[config.mk]
export PLATFORM = sky130hd
export DESIGN_NAME = telepen_symbol_encoder
export DESIGN_NICKNAME = d
export VERILOG_FILES = /design/src/rtl/tse_pkg.sv /design/src/rtl/tse_front.sv /design/src/rtl/tse_queue.sv /design/src/rtl/tse_back.sv /design/src/rtl/telepen_symbol_encoder.sv
export VERILOG_INCLUDE_DIRS = /design/src /design/src/rtl
export SDC_FILE = /design/constraint.sdc
export NUM_CORES = 1
export LEC_CHECK = 0
export BUFFER_PORTS_ARGS = -buffer_cell sky130_fd_sc_hd__buf_2
export CELL_PAD_IN_SITES_DETAIL_PLACEMENT = 2
export CELL_PAD_IN_SITES_GLOBAL_PLACEMENT = 2
export CORE_MARGIN = 8
export CORE_UTILIZATION = 25
export CTS_BUF_LIST = sky130_fd_sc_hd__clkbuf_4
export DETAILED_ROUTE_END_ITERATION = 10
export GPL_TIMING_DRIVEN = 0
export PLACE_DENSITY = 0.74
export SYNTH_ARGS = -nofsm -noshare
export SYNTH_HDL_FRONTEND = slang
export SYNTH_HIERARCHICAL = 1
export SYNTH_SLANG_ARGS = --single-unit
[constraint.sdc]
create_clock -name clk -period 5.65 [get_ports clk]
set_input_delay 0.2825 -clock clk [delete_from_list [all_inputs] [get_ports clk]]
set_output_delay 0.2825 -clock clk [all_outputs]
set_load 0.01 [all_outputs]
[src/rtl/telepen_symbol_encoder_defines.svh]
// Assertion macros for the Telepen symbol encoder
`ifndef TELEPEN_SYMBOL_ENCODER_DEFINES_SVH
`define TELEPEN_SYMBOL_ENCODER_DEFINES_SVH
`ifndef SYNTHESIS
`define TSE_ASSERT_IMPL(label, clk, rst_n, a, c) \
  label: assert property (@(posedge clk) disable iff (!rst_n) (a) |-> (c)) \
    else $error("%m: check failed");
`define TSE_ASSERT_NEXT(label, clk, rst_n, a, c) \
  label: assert property (@(posedge clk) disable iff (!rst_n) (a) |=> (c)) \
    else $error("%m: check failed");
`else
`define TSE_ASSERT_IMPL(label, clk, rst_n, a, c)
`define TSE_ASSERT_NEXT(label, clk, rst_n, a, c)
`endif
`endif

[src/rtl/tse_pkg.sv]
`timescale 1ns / 1ps
package tse_pkg;

  localparam logic [6:0] GLYPH_START = 7'd95;
  localparam logic [6:0] GLYPH_STOP  = 7'd122;
  localparam logic [6:0] SUM_MOD     = 7'd127;

  typedef enum logic [2:0] {
    KIND_START = 3'd0,
    KIND_DATA  = 3'd1,
    KIND_CHECK = 3'd2,
    KIND_STOP  = 3'd3,
    KIND_ERROR = 3'd4
  } kind_t;

  typedef enum logic [1:0] {
    ERR_NONE     = 2'd0,
    ERR_TOO_LONG = 2'd1,
    ERR_INVALID  = 2'd2
  } err_t;

  // One classified item: which results it causes
  typedef struct packed {
    logic       has_err;
    err_t       err;
    logic       has_start;
    logic       has_data;
    logic [6:0] data;
    logic       has_end;
    logic [6:0] chk;
  } job_t;

  typedef struct packed {
    logic [15:0] widths;
    logic [4:0]  element_count;
    logic [6:0]  glyph;
    kind_t       kind;
    err_t        error_code;
    logic        end_of_run;
  } result_t;

  localparam int NUM_GLYPHS = 127;
  localparam logic [15:0] PAT_W [NUM_GLYPHS] = '{
    16'h0000,16'h0054,16'h0017,16'h0150,16'h0051,16'h005C,16'h005A,16'h0140,
    16'h001D,16'h0144,16'h0053,16'h0070,16'h0141,16'h0068,16'h0062,16'h0500,
    16'h0045,16'h0074,16'h001F,16'h0110,16'h0071,16'h004C,16'h004A,16'h01C0,
    16'h0069,16'h0104,16'h0043,16'h01A0,16'h0101,16'h0188,16'h0182,16'h0400,
    16'h0035,16'h0114,16'h0047,16'h00D0,16'h0111,16'h003C,16'h003A,16'h0440,
    16'h004D,16'h00C4,16'h0033,16'h0130,16'h00C1,16'h0128,16'h0122,16'h0300,
    16'h0105,16'h00A4,16'h002B,16'h0410,16'h00A1,16'h010C,16'h010A,16'h0280,
    16'h0089,16'h0404,16'h0103,16'h0220,16'h0401,16'h0208,16'h0202,16'h1000,
    16'h0015,16'h00D4,16'h0037,16'h0050,16'h00D1,16'h001C,16'h001A,16'h0340,
    16'h003D,16'h0044,16'h0013,16'h00F0,16'h0041,16'h00E8,16'h00E2,16'h0100,
    16'h00C5,16'h0034,16'h000F,16'h0310,16'h0031,16'h00CC,16'h00CA,16'h00C0,
    16'h0029,16'h0304,16'h00C3,16'h00A0,16'h0301,16'h0088,16'h0082,16'h0C00,
    16'h00A5,16'h0014,16'h0007,16'h0290,16'h0011,16'h00AC,16'h00AA,16'h0040,
    16'h000D,16'h0284,16'h00A3,16'h0030,16'h0281,16'h0028,16'h0022,16'h0A00,
    16'h0005,16'h0224,16'h008B,16'h0010,16'h0221,16'h000C,16'h000A,16'h0880,
    16'h0209,16'h0004,16'h0003,16'h0820,16'h0001,16'h0808,16'h0802
  };
  localparam logic [4:0] PAT_N [NUM_GLYPHS] = '{
    16,10,8,10,10,8,8,12, 8,10,8,10,10,10,10,12,
    10,8,6,12,8,10,10,10, 8,12,10,10,12,10,10,14,
    8,10,8,10,10,8,8,12, 8,10,8,10,10,10,10,12,
    10,10,8,12,10,10,10,12, 10,12,10,12,12,12,12,14,
    10,8,6,12,8,10,10,10, 6,12,10,8,12,8,8,14,
    8,10,8,10,10,8,8,12, 10,10,8,12,10,12,12,12,
    8,12,10,10,12,8,8,14, 10,10,8,12,10,12,12,12,
    12,10,8,14,10,12,12,12, 10,14,12,12,14,12,12
  };

  function automatic logic [15:0] pat_bits(input logic [6:0] g);
    logic [15:0] w;
    w = '0;
    if (g != SUM_MOD) w = PAT_W[g];
    return w;
  endfunction

endpackage

[src/rtl/tse_front.sv]
`timescale 1ns / 1ps
module tse_front #(
  parameter int MAX_ASCII_CHARS = 30,
  parameter int MAX_DIGITS      = 60
) (
  input  logic          clk,
  input  logic          rst_n,
  input  logic          numeric_mode,
  input  logic          in_tvalid,
  output logic          in_tready,
  input  logic [7:0]    ch,
  input  logic          first,
  input  logic          last,
  input  logic          odd_length,
  output logic          job_valid,
  output tse_pkg::job_t job,
  input  logic          job_ready
);
  import tse_pkg::*;

  logic [6:0] check_sum_r, check_sum_nxt;
  logic [6:0] char_count_r, char_count_nxt;
  logic [3:0] held_digit_r, held_digit_nxt;
  logic       held_valid_r, held_valid_nxt;
  logic       faulted_r, faulted_nxt;
  logic       go;

  assign in_tready = job_ready;
  assign go = in_tvalid && in_tready;

  always_comb begin
    logic [6:0] cs, cc, dat, s, c7;
    logic [3:0] hd;
    logic       hv, fl, err_on, hd_on, ix;
    logic [7:0] c;
    logic [7:0] sum8;
    err_t       e;
    cs = check_sum_r; cc = char_count_r; hd = held_digit_r;
    hv = held_valid_r; fl = faulted_r;
    dat = '0; hd_on = 1'b0; e = ERR_NONE; err_on = 1'b0;
    c = ch; ix = 1'b0; s = '0; c7 = '0; sum8 = '0;
    if (first) begin
      cs = '0; cc = '0; hd = '0; fl = 1'b0;
      hv = numeric_mode && odd_length;
    end
    job = '0;
    job_valid = 1'b0;
    if (!fl) begin
      job_valid = 1'b1;
      if (!numeric_mode) begin
        if (cc >= 7'(MAX_ASCII_CHARS)) e = ERR_TOO_LONG;
        else if (ch > 8'd126) e = ERR_INVALID;
        else begin cc = cc + 7'd1; dat = ch[6:0]; hd_on = 1'b1; end
      end else begin
        if (cc >= 7'(MAX_DIGITS)) e = ERR_TOO_LONG;
        else begin
          if (c >= "a" && c <= "z") c = c - 8'd32;
          ix = (c == "X");
          if (!ix && (c < "0" || c > "9")) e = ERR_INVALID;
          else begin
            cc = cc + 7'd1;
            if (!hv) begin
              if (ix) e = ERR_INVALID;
              else begin hd = c[3:0]; hv = 1'b1; end
            end else begin
              if (ix) dat = {3'd0, hd} + 7'd17;
              else dat = 7'({3'd0, hd} * 7'd10) + {3'd0, c[3:0]} + 7'd27;
              hv = 1'b0; hd_on = 1'b1;
            end
          end
        end
        if (e == ERR_NONE && last && hv) e = ERR_INVALID;
      end
      err_on = (e != ERR_NONE);
      if (err_on) fl = 1'b1;
      else if (hd_on) begin
        sum8 = {1'b0, cs} + {1'b0, dat};
        cs = (sum8 >= 8'd127) ? 7'(sum8 - 8'd127) : sum8[6:0];
      end
      s = cs;
      c7 = (s == 7'd0) ? 7'd0 : 7'(SUM_MOD - s);
      job.has_err = err_on;
      job.err = e;
      job.has_start = !err_on && first;
      job.has_data = !err_on && hd_on;
      job.data = dat;
      job.has_end = !err_on && last;
      job.chk = c7;
    end
    if (last) begin
      cs = '0; cc = '0; hd = '0; hv = 1'b0; fl = 1'b0;
    end
    check_sum_nxt = cs; char_count_nxt = cc; held_digit_nxt = hd;
    held_valid_nxt = hv; faulted_nxt = fl;
    if (!in_tvalid) job_valid = 1'b0;
  end

  always_ff @(posedge clk) begin
    if (!rst_n) begin
      check_sum_r <= '0; char_count_r <= '0; held_digit_r <= '0;
      held_valid_r <= 1'b0; faulted_r <= 1'b0;
    end else if (go) begin
      check_sum_r <= check_sum_nxt; char_count_r <= char_count_nxt;
      held_digit_r <= held_digit_nxt; held_valid_r <= held_valid_nxt;
      faulted_r <= faulted_nxt;
    end
  end
endmodule

[src/rtl/tse_queue.sv]
`timescale 1ns / 1ps
module tse_queue (
  input  logic          clk,
  input  logic          rst_n,
  input  logic          wr_valid,
  output logic          wr_ready,
  input  tse_pkg::job_t wr_job,
  output logic          rd_valid,
  input  logic          rd_ready,
  output tse_pkg::job_t rd_job
);
  import tse_pkg::*;

  job_t       mem_r [2];
  logic       wp_r, wp_nxt, rp_r, rp_nxt;
  logic [1:0] cnt_r, cnt_nxt;
  logic       push, pop;

  assign wr_ready = (cnt_r != 2'd2);
  assign rd_valid = (cnt_r != 2'd0);
  assign rd_job = mem_r[rp_r];
  assign push = wr_valid && wr_ready;
  assign pop = rd_valid && rd_ready;

  always_comb begin
    wp_nxt = push ? ~wp_r : wp_r;
    rp_nxt = pop ? ~rp_r : rp_r;
    cnt_nxt = cnt_r + {1'b0, push} - {1'b0, pop};
  end

  always_ff @(posedge clk) begin
    if (push) mem_r[wp_r] <= wr_job;
  end

  always_ff @(posedge clk) begin
    if (!rst_n) begin
      wp_r <= 1'b0; rp_r <= 1'b0; cnt_r <= '0;
    end else begin
      wp_r <= wp_nxt; rp_r <= rp_nxt; cnt_r <= cnt_nxt;
    end
  end
endmodule

[src/rtl/tse_back.sv]
`timescale 1ns / 1ps
module tse_back (
  input  logic             clk,
  input  logic             rst_n,
  input  logic             job_valid,
  output logic             job_ready,
  input  tse_pkg::job_t    job,
  output logic             out_tvalid,
  input  logic             out_tready,
  output tse_pkg::result_t res
);
  import tse_pkg::*;

  // step 0 start, 1 data, 2 check, 3 stop
  logic [3:0] done_r, done_nxt;
  logic [3:0] need;
  logic [1:0] sel;
  logic [3:0] left;
  logic       fire;
  logic [6:0] g;
  kind_t      k;

  always_comb begin
    need = job.has_err ? 4'b0001 : {job.has_end, job.has_end, job.has_data, job.has_start};
    left = need & ~done_r;
    sel = 2'd0;
    for (int i = 3; i >= 0; i--) if (left[i]) sel = 2'(i);
    g = '0; k = KIND_ERROR;
    res = '0;
    if (job.has_err) begin
      res.kind = KIND_ERROR; res.error_code = job.err;
    end else begin
      case (sel)
        2'd0: begin g = GLYPH_START; k = KIND_START; end
        2'd1: begin g = job.data; k = KIND_DATA; end
        2'd2: begin g = job.chk; k = KIND_CHECK; end
        2'd3: begin g = GLYPH_STOP; k = KIND_STOP; end
        default: begin g = '0; k = KIND_ERROR; end
      endcase
      res.glyph = g; res.kind = k; res.error_code = ERR_NONE;
      res.widths = pat_bits(g);
      res.element_count = (g == SUM_MOD) ? 5'd0 : PAT_N[g];
    end
    res.end_of_run = ((left & ~(4'b0001 << sel)) == 4'd0);
    out_tvalid = job_valid && (left != 4'd0);
    fire = out_tvalid && out_tready;
    job_ready = job_valid && ((left == 4'd0) || (fire && res.end_of_run));
    done_nxt = done_r;
    if (job_ready) done_nxt = '0;
    else if (fire) done_nxt = done_r | (4'b0001 << sel);
  end

  always_ff @(posedge clk) begin
    if (!rst_n) done_r <= '0;
    else done_r <= done_nxt;
  end
endmodule

[src/rtl/telepen_symbol_encoder.sv]
// Telepen symbol encoder: one message character per in_ transfer, up to four glyph
// results (start, data, check, stop, or one error) per character, one result per
// cycle while out_tready is high. The front classifier classifies each item, the
// output sequencer sends its results; a two-entry job queue between them lets a new
// character be taken while results of the previous one drain. A character that causes
// no result (a held digit) still passes through the queue and the sequencer;
// characters of a dropped message are taken when the queue has room and leave no job.
`timescale 1ns / 1ps
`include "telepen_symbol_encoder_defines.svh"
module telepen_symbol_encoder #(
  parameter int MAX_ASCII_CHARS = 30,
  parameter int MAX_DIGITS      = 60
) (
  input  logic        clk,
  input  logic        rst_n,
  input  logic        in_tvalid,
  output logic        in_tready,
  input  logic [7:0]  in_tdata,   // ch
  input  logic [1:0]  in_tuser,   // first, odd_length
  input  logic        in_tlast,
  output logic        out_tvalid,
  input  logic        out_tready,
  output logic [31:0] out_tdata,  // widths, element_count, glyph, error_code, zero pad
  output logic [2:0]  out_tuser,  // kind
  output logic        out_tlast,  // end_of_run
  input  logic        cfg_psel,
  input  logic        cfg_penable,
  input  logic        cfg_pwrite,
  input  logic [1:0]  cfg_paddr,
  input  logic [31:0] cfg_pwdata,
  output logic [31:0] cfg_prdata,
  output logic        cfg_pready
);
  import tse_pkg::*;

  logic    numeric_mode_r;
  logic    fv, fr, bv, br;
  job_t    fj, bj;
  result_t res;

  assign cfg_pready = 1'b1;
  assign cfg_prdata = (cfg_paddr == 2'd0) ? {31'd0, numeric_mode_r} : 32'd0;

  always_ff @(posedge clk) begin
    if (!rst_n) numeric_mode_r <= 1'b0;
    else if (cfg_psel && cfg_penable && cfg_pwrite && cfg_paddr == 2'd0)
      numeric_mode_r <= cfg_pwdata[0];
  end

  tse_front #(.MAX_ASCII_CHARS(MAX_ASCII_CHARS), .MAX_DIGITS(MAX_DIGITS)) u_front (
    .clk, .rst_n, .numeric_mode(numeric_mode_r), .in_tvalid, .in_tready,
    .ch(in_tdata), .first(in_tuser[0]), .last(in_tlast), .odd_length(in_tuser[1]),
    .job_valid(fv), .job(fj), .job_ready(fr)
  );

  tse_queue u_queue (
    .clk, .rst_n, .wr_valid(fv), .wr_ready(fr), .wr_job(fj),
    .rd_valid(bv), .rd_ready(br), .rd_job(bj)
  );

  tse_back u_back (
    .clk, .rst_n, .job_valid(bv), .job_ready(br), .job(bj),
    .out_tvalid, .out_tready, .res
  );

  assign out_tdata = {2'b00, res.error_code, res.glyph, res.element_count, res.widths};
  assign out_tuser = res.kind;
  assign out_tlast = res.end_of_run;

  `TSE_ASSERT_IMPL(a_err_single, clk, rst_n,
    out_tvalid && out_tuser == KIND_ERROR, out_tlast)
  `TSE_ASSERT_IMPL(a_stop_last, clk, rst_n,
    out_tvalid && out_tuser == KIND_STOP, out_tlast && out_tdata[27:21] == GLYPH_STOP)
  `TSE_ASSERT_NEXT(a_hold, clk, rst_n, out_tvalid && !out_tready,
    out_tvalid && $stable(out_tdata))
endmodule
# Word level (Yosys, flattened, before mapping)
# Memory sizes are Yosys's and may differ from the RTL's. A register that Yosys moved wholly into a read port is not among the register bits.
# Cells that the tools add are included.
[word_totals]
word_cells = 174
latch_bits = 0
n_memories = 3
ramBits = 40
register_bits = 29
inputBits = 52
rom_bits = 2688
output_inout_bits = 71
[classes]
n_eq_ne = 7
addsub = 10
n_mux = 92
bitwise = 9
div = 0
mul = 1
shifts = 1
order_cmp = 9
reduce_logical = 32
[mem_list]
columns = ["name", "words", "width", "read_ports", "rd_ports_with_merged_regs", "write_ports", "line", "text"]
rows = [
  ["(no name shown)", 128, 16, 1, 0, 0, "tse_pkg.sv:75", "if (g != SUM_MOD) w = PAT_W[g];"],
  ["(no name shown)", 128, 5, 1, 0, 0, "tse_back.sv:42", "res.element_count = (g == SUM_MOD) ? 5'd0 : PAT_N[g];"],
  ["u_queue.mem_r", 2, 20, 1, 1, 1, "tse_queue.sv:14", "job_t mem_r [2];"],
]
[ops]
columns = ["operator", "n"]
rows = [
  ["2-to-1 mux 7 bit", 25],
  ["2-to-1 mux 16 bit", 3],
  ["2-to-1 mux 4 bit", 9],
  ["2-to-1 mux 8 bit", 4],
  ["2-to-1 mux 2 bit", 15],
  ["2-to-1 mux 1 bit", 28],
  ["2-to-1 mux 28 bit", 1],
  ["case mux 7 bit (4 select lines)", 1],
  ["2-to-1 mux 20 bit", 1],
  ["2-to-1 mux 5 bit", 4],
  ["logical AND 1 bit", 18],
  [">= comparator 8 x 7 -> 1 bit, second input constant", 2],
  ["case mux 3 bit (4 select lines)", 1],
  ["adder 7 x 7 -> 8 bit", 1],
  ["bitwise AND 4 bit", 2],
  ["equality test 8 x 7 -> 1 bit, second input constant", 1],
  [">= comparator 8 bit, second input constant", 1],
  ["> comparator 8 x 6 -> 1 bit, second input constant", 1],
  ["> comparator 8 x 7 -> 1 bit, second input constant", 1],
  ["less-or-equal comparator 8 x 7 -> 1 bit, second input constant", 1],
  ["zero test 4 bit", 2],
  ["< comparator 8 x 6 -> 1 bit, second input constant", 1],
  ["NOT 4 bit", 2],
  ["NOT 7 -> 8 bit", 1],
  ["other kinds (27)", 35],
]

# Depth between registers and ports, before layout
[logic_depth]
ltp_word = 25
depth_mapped = 25
depth_no_buf = 22

# By module
# The synthesis kept the hierarchy.
[modules_own_cells]
columns = ["module", "instances", "cells_each", "area_per_inst_um2", "seq_area_each_um2"]
rows = [
  ["tse_front", 1, 380, 2871.5, 400.4],
  ["tse_back", 1, 343, 2180.8, 80.1],
  ["tse_queue", 1, 86, 1676.6, 1301.2],
  ["telepen_symbol_encoder", 1, 43, 317.8, 20.0],
]

# Worst setup path after synthesis
# OpenSTA, ideal clock, no wires.
[synth_path]
path_kind = "input port to flip-flop"
startpoint = "input port in_tuser[0]"
endpoint = "memory u_queue/mem_r[0][5] in the netlist's numbering, data pin"
path_slack_ps = 561
stages = 23
setup_ps = 284
required_ps = 5366
t_arrival_ps = 4804
n_path_buf = 4
path_cell_list = "clkbuf_1 > clkbuf_1 > nand2b_1 > ha_1 > o21bai_1 > o221ai_1 > nor2_1 > a211oi_4 > buf_2 > buf_4 > nor2_1 > ha_1 > inv_1 > fa_1 > inv_1 > ha_1 > nand3_1 > mux2i_2 > nand3_4 > or3b_4 > a31oi_4 > a2bb2oi_4 > a22oi_1"
[synth_rtl]
columns = ["element", "line", "text"]
rows = [
  ["start, declared", "telepen_symbol_encoder.sv:19", "input logic [1:0] in_tuser,"],
  ["end, declared", "tse_queue.sv:14", ""],
]

==> flow_metrics.py <==
metrics = {
    "global_routing": {
        "grt_pass1_vias": 7358,
        "grt_util_all_layers_pct": 15.8,
        "grt_antenna_before_repair": 1,
        "grt_first_pass_wirelength_mm": 42.7,
        "grt-ovfl-total": 0,
        "grt_max_degree": 21,
    },
    "clock_tree": {
        "cts_root_buf": "clkbuf_4",
        "cts_buffers": 9,
        "cts_tree": "built",
        "cts.sinks": 70,
        "clk_pin_slew_ns": 0.13,
        "clk_path_buf_depth": 2,
        "cts_max_level": 3,
        "clk_latency_ns": 0.44,
    },
    "routing": {
        "drt_iter0_drc": 298,
        "vias_per_cell": 5.20,
        "wire_per_inst_um": 20.2,
        "drtAntennaViolNets": 0,
        "drt-pass1-iter-count": 4,
        "drc": 0,
        "via_count": 6964,
        "wl_mm": 27.1,
    },
    "final_layout": {
        "instances_no_fill": 1338,
        "syn_to_final_growth_pct": 15.5,
        "multiInputGateArea_sq_um": 4700,
        "drive_gt1_share_pct": 23.8,
        "fillers": 3288,
        "seq_area_sq_um": 1800,
        "nets": 1043,
    },
    "placed_design": {
        "hpwl_mm": 21.0,
        "routabilityCongestion": 0.914,
        "portBuffers": 53,
        "dp.cells": 1319,
    },
    "floorplanning": {
        "die_h_um": 184,
        "die_w_um": 184,
        "start_util_pct": 25.4,
        "die_area_sq_um": 33800,
        "rows": 61,
        "fp.coreArea_sq_um": 27800,
        "pin_count": 123,
    },
    "synthesis": {
        "syn_inst": 852,
        "synth_most_common_cell": "nor2_1",
        "synth_area_sq_um": 7050,
        "yosys.area.top_type": "edfxtp_1",
        "synth-seq-area-share_pct": 25.6,
        "synthTopCellsByCount": "69 x nor2_1, 68 x nand2_1, 58 x a21oi_1, 46 x buf_4, 43 x o21ai_0",
        "synth-async-reset-ratio_pct": 0,
        "yosysUniqueCellTypes": 101,
        "synth_edf_count": 40,
        "synth.avg_cell_area_sq_um": 8.27,
        "synth_seq_cells": 70,
        "ys_warn_count": 6,
        "ys.flop_type": "edfxtp_1",
        "synth.area.top_cells": "edfxtp_1 17%, dfxtp_1 8.5%, ha_1 6.0%",
        "synth.top_cell.area_share_pct": 17.0,
    },
    "sta": {
        "setup_violations": 0,
        "finalCritPeriodShare_pct": 94.5,
        "finalClockSkew_ns": 0.0227,
        "fmax_mhz": 187,
        "worst_pin_slew_ns": 1.00,
        "slew_headroom_pct": 33.1,
        "hold_viol": 0,
        "finalMaxSlewViolations": 0,
        "rsz0062_at_grt": "false",
        "period_needed_ns": 5.34,
    },
    "setup_path": {
        "crit_required_ns": 5.82,
        "rr_endpoint": "u_queue/mem_r[0][2]$_DFFE_PP_",
        "path_common_cell": "ha_1",
        "r2r-start": "u_front/char_count_r[1]$_SDFFE_PN0P_",
        "cp.buffers_inverters": 8,
        "critical_path_arrival_ns": 5.51,
        "crit_slowest_cell": "o41a_1",
        "cp-end-kind": "register",
        "reg2reg_depth": 21,
        "cp_top_family": "compound AO/OA/AOI/OAI gates",
        "worst-setup-path-type": "primary input to register",
        "worst_setup_path_start_kind": "primary input",
        "slowest_delay_ns": 0.43,
        "path_max_fanout": 10,
        "r2r_slack_ns": 0.37,
    },
    "job": {
        "cap_violations": 0,
    },
    "power": {
        "power_density_nw_per_um2": 318,
        "finalPower_mw": 2.59,
        "vdd_drop_max_v": 0.0000810,
        "cellLeakagePower_nw": 3.21,
    },
    "min_path": {
        "min_from": "cfg_pwdata[0]",
        "holdPathStages": 3,
        "hold_end": "numeric_mode_r$_SDFFE_PN0P_",
        "hold_path_class": "primary input to register",
    },
    "run_status": {
        "status": "completed",
    },
}
[logic make-up after synthesis]
group	Yosys count	share of synthesized area (%)
fa+ha+maj	37	6.89
other cells	3	0.160
flops	70	25.6
buf+inv	126	10.2
simple gates	308	22.7
xor+xnor	19	2.73
mux	36	5.59
compound gates	253	26.2
[where the power goes]
part | total (mW) | internal [mW] | switching (mW)
logic | 1.60 | 0.556 | 1.04
clock network | 0.336 | 0.134 | 0.202
registers | 0.651 | 0.622 | 0.0292
[layer usage]
layer  global-route usage (%)  wire length (um)  share of wire, %  vias to the layer above
met5                        0                 0                 0                        -
li1                         -                 -                 -                     3249
met2                     27.1             13100                48                      156
met3                     2.29               959               3.5                       38
met1                     20.1             12400                46                     3521
met4                     4.90               627               2.3                        0
[flip-flops by register name, summed over array words and instances, names as in the netlist, named ones only]
register,cells
numeric_mode_r,1
u_queue/cnt_r,2
u_front/held_valid_r,1
u_front/held_digit_r,4
u_front/char_count_r,7
u_front/faulted_r,1
u_back/done_r,4
u_queue/wp_r,1
u_queue/mem_r,40
u_queue/rp_r,1
u_front/check_sum_r,7
[area by class of cell]
cell class	count	share of cell area, %
buffer	95	7.44
timing repair buffer	56	3.63
inverter	31	1.46
sequential	70	22.1
clock buffer	9	0.830
clock inverter	7	0.891
antenna	1	0.0307
tap	378	5.81
multi-input combinational	691	57.8
[through the flow]
| step | utilization (%) | area (sq um) | setup TNS [ns] | worst slack, ns | hold WS, ns |
|---|---|---|---|---|---|
| 2_1_floorplan | - | 7180 | 0 | 0.561 | 0.404 |
| 3_3_place_gp | 28.5 | 7920 | -17.81 | -1.07 | 0.452 |
| 3_5_place_dp | 28.6 | 7930 | -19.63 | -1.18 | 0.470 |
| 4_1_cts | 29.2 | 8100 | 0 | 0.101 | 0.0316 |
| 5_1_grt | 29.3 | 8140 | 0 | 0.00670 | 0.0396 |
| 6_report | 29.3 | 8140 | 0 | 0.311 | 0.0664 |
[worst reg2reg max path, stage by stage, from the launching register on]
cell       delay (ns)
dfxtp_1          0.40
nor2b_2          0.25
ha_1             0.18
o21bai_1         0.08
o221ai_1         0.31
nor2_2           0.15
a211oi_4         0.24
buf_2            0.24
buf_4            0.21
nor2_1           0.08
ha_1             0.25
inv_1            0.08
fa_1             0.43
inv_1            0.12
ha_1             0.31
nand3_1          0.14
mux2i_2          0.32
nand3_4          0.15
or3b_4           0.43
a31oi_4          0.20
a2bb2oi_4        0.25
a22oi_1          0.18
[cells in the final DEF, fill, tap and decap left out, types with 9 or more instances in the layout]
cell / count
buf_2: 74
nand2_1: 68
nor2_1: 67
a21oi_1: 58
buf_4: 48
o21ai_0: 41
edfxtp_1: 40
conb_1: 38
ha_1: 34
dfxtp_1: 30
nand3_1: 29
inv_1: 28
nor3_1: 26
mux2_2: 24
nor2b_1: 23
nand2b_1: 18
and2_1: 16
clkbuf_1: 16
nand4_1: 12
xnor2_1: 12
o211ai_1: 12
mux2i_1: 11
clkbuf_4: 10
a21o_1: 10
a31oi_1: 9
a41oi_1: 9
[how the worst max path moves through the flow]
stage,start,end,slack [ns],depth (start not counted)
after global routing,register,out_tdata[7],0.007,15
after global placement,in_tuser[0],u_queue/mem_r[0][4]$_DFFE_PP_,-1.07,24
final,in_tuser[0],u_queue/mem_r[0][2]$_DFFE_PP_,0.31,26
after CTS,in_tuser[0],u_queue/mem_r[1][4]$_DFFE_PP_,0.10,26
after detailed placement,in_tuser[0],u_queue/mem_r[1][4]$_DFFE_PP_,-1.18,24
after floorplan,in_tuser[0],u_queue/mem_r[0][5]$_DFFE_PP_,0.56,23
[repair_timing]
item / CTS / global route
setup buffers: 1 / 1
resized for setup: 8 / 11
hold buffers: 0 / 0
endpoints found under the setup margin: 19 / 15
pin swaps: 1 / 1
Note: power is estimated with default switching activity, not from simulation.
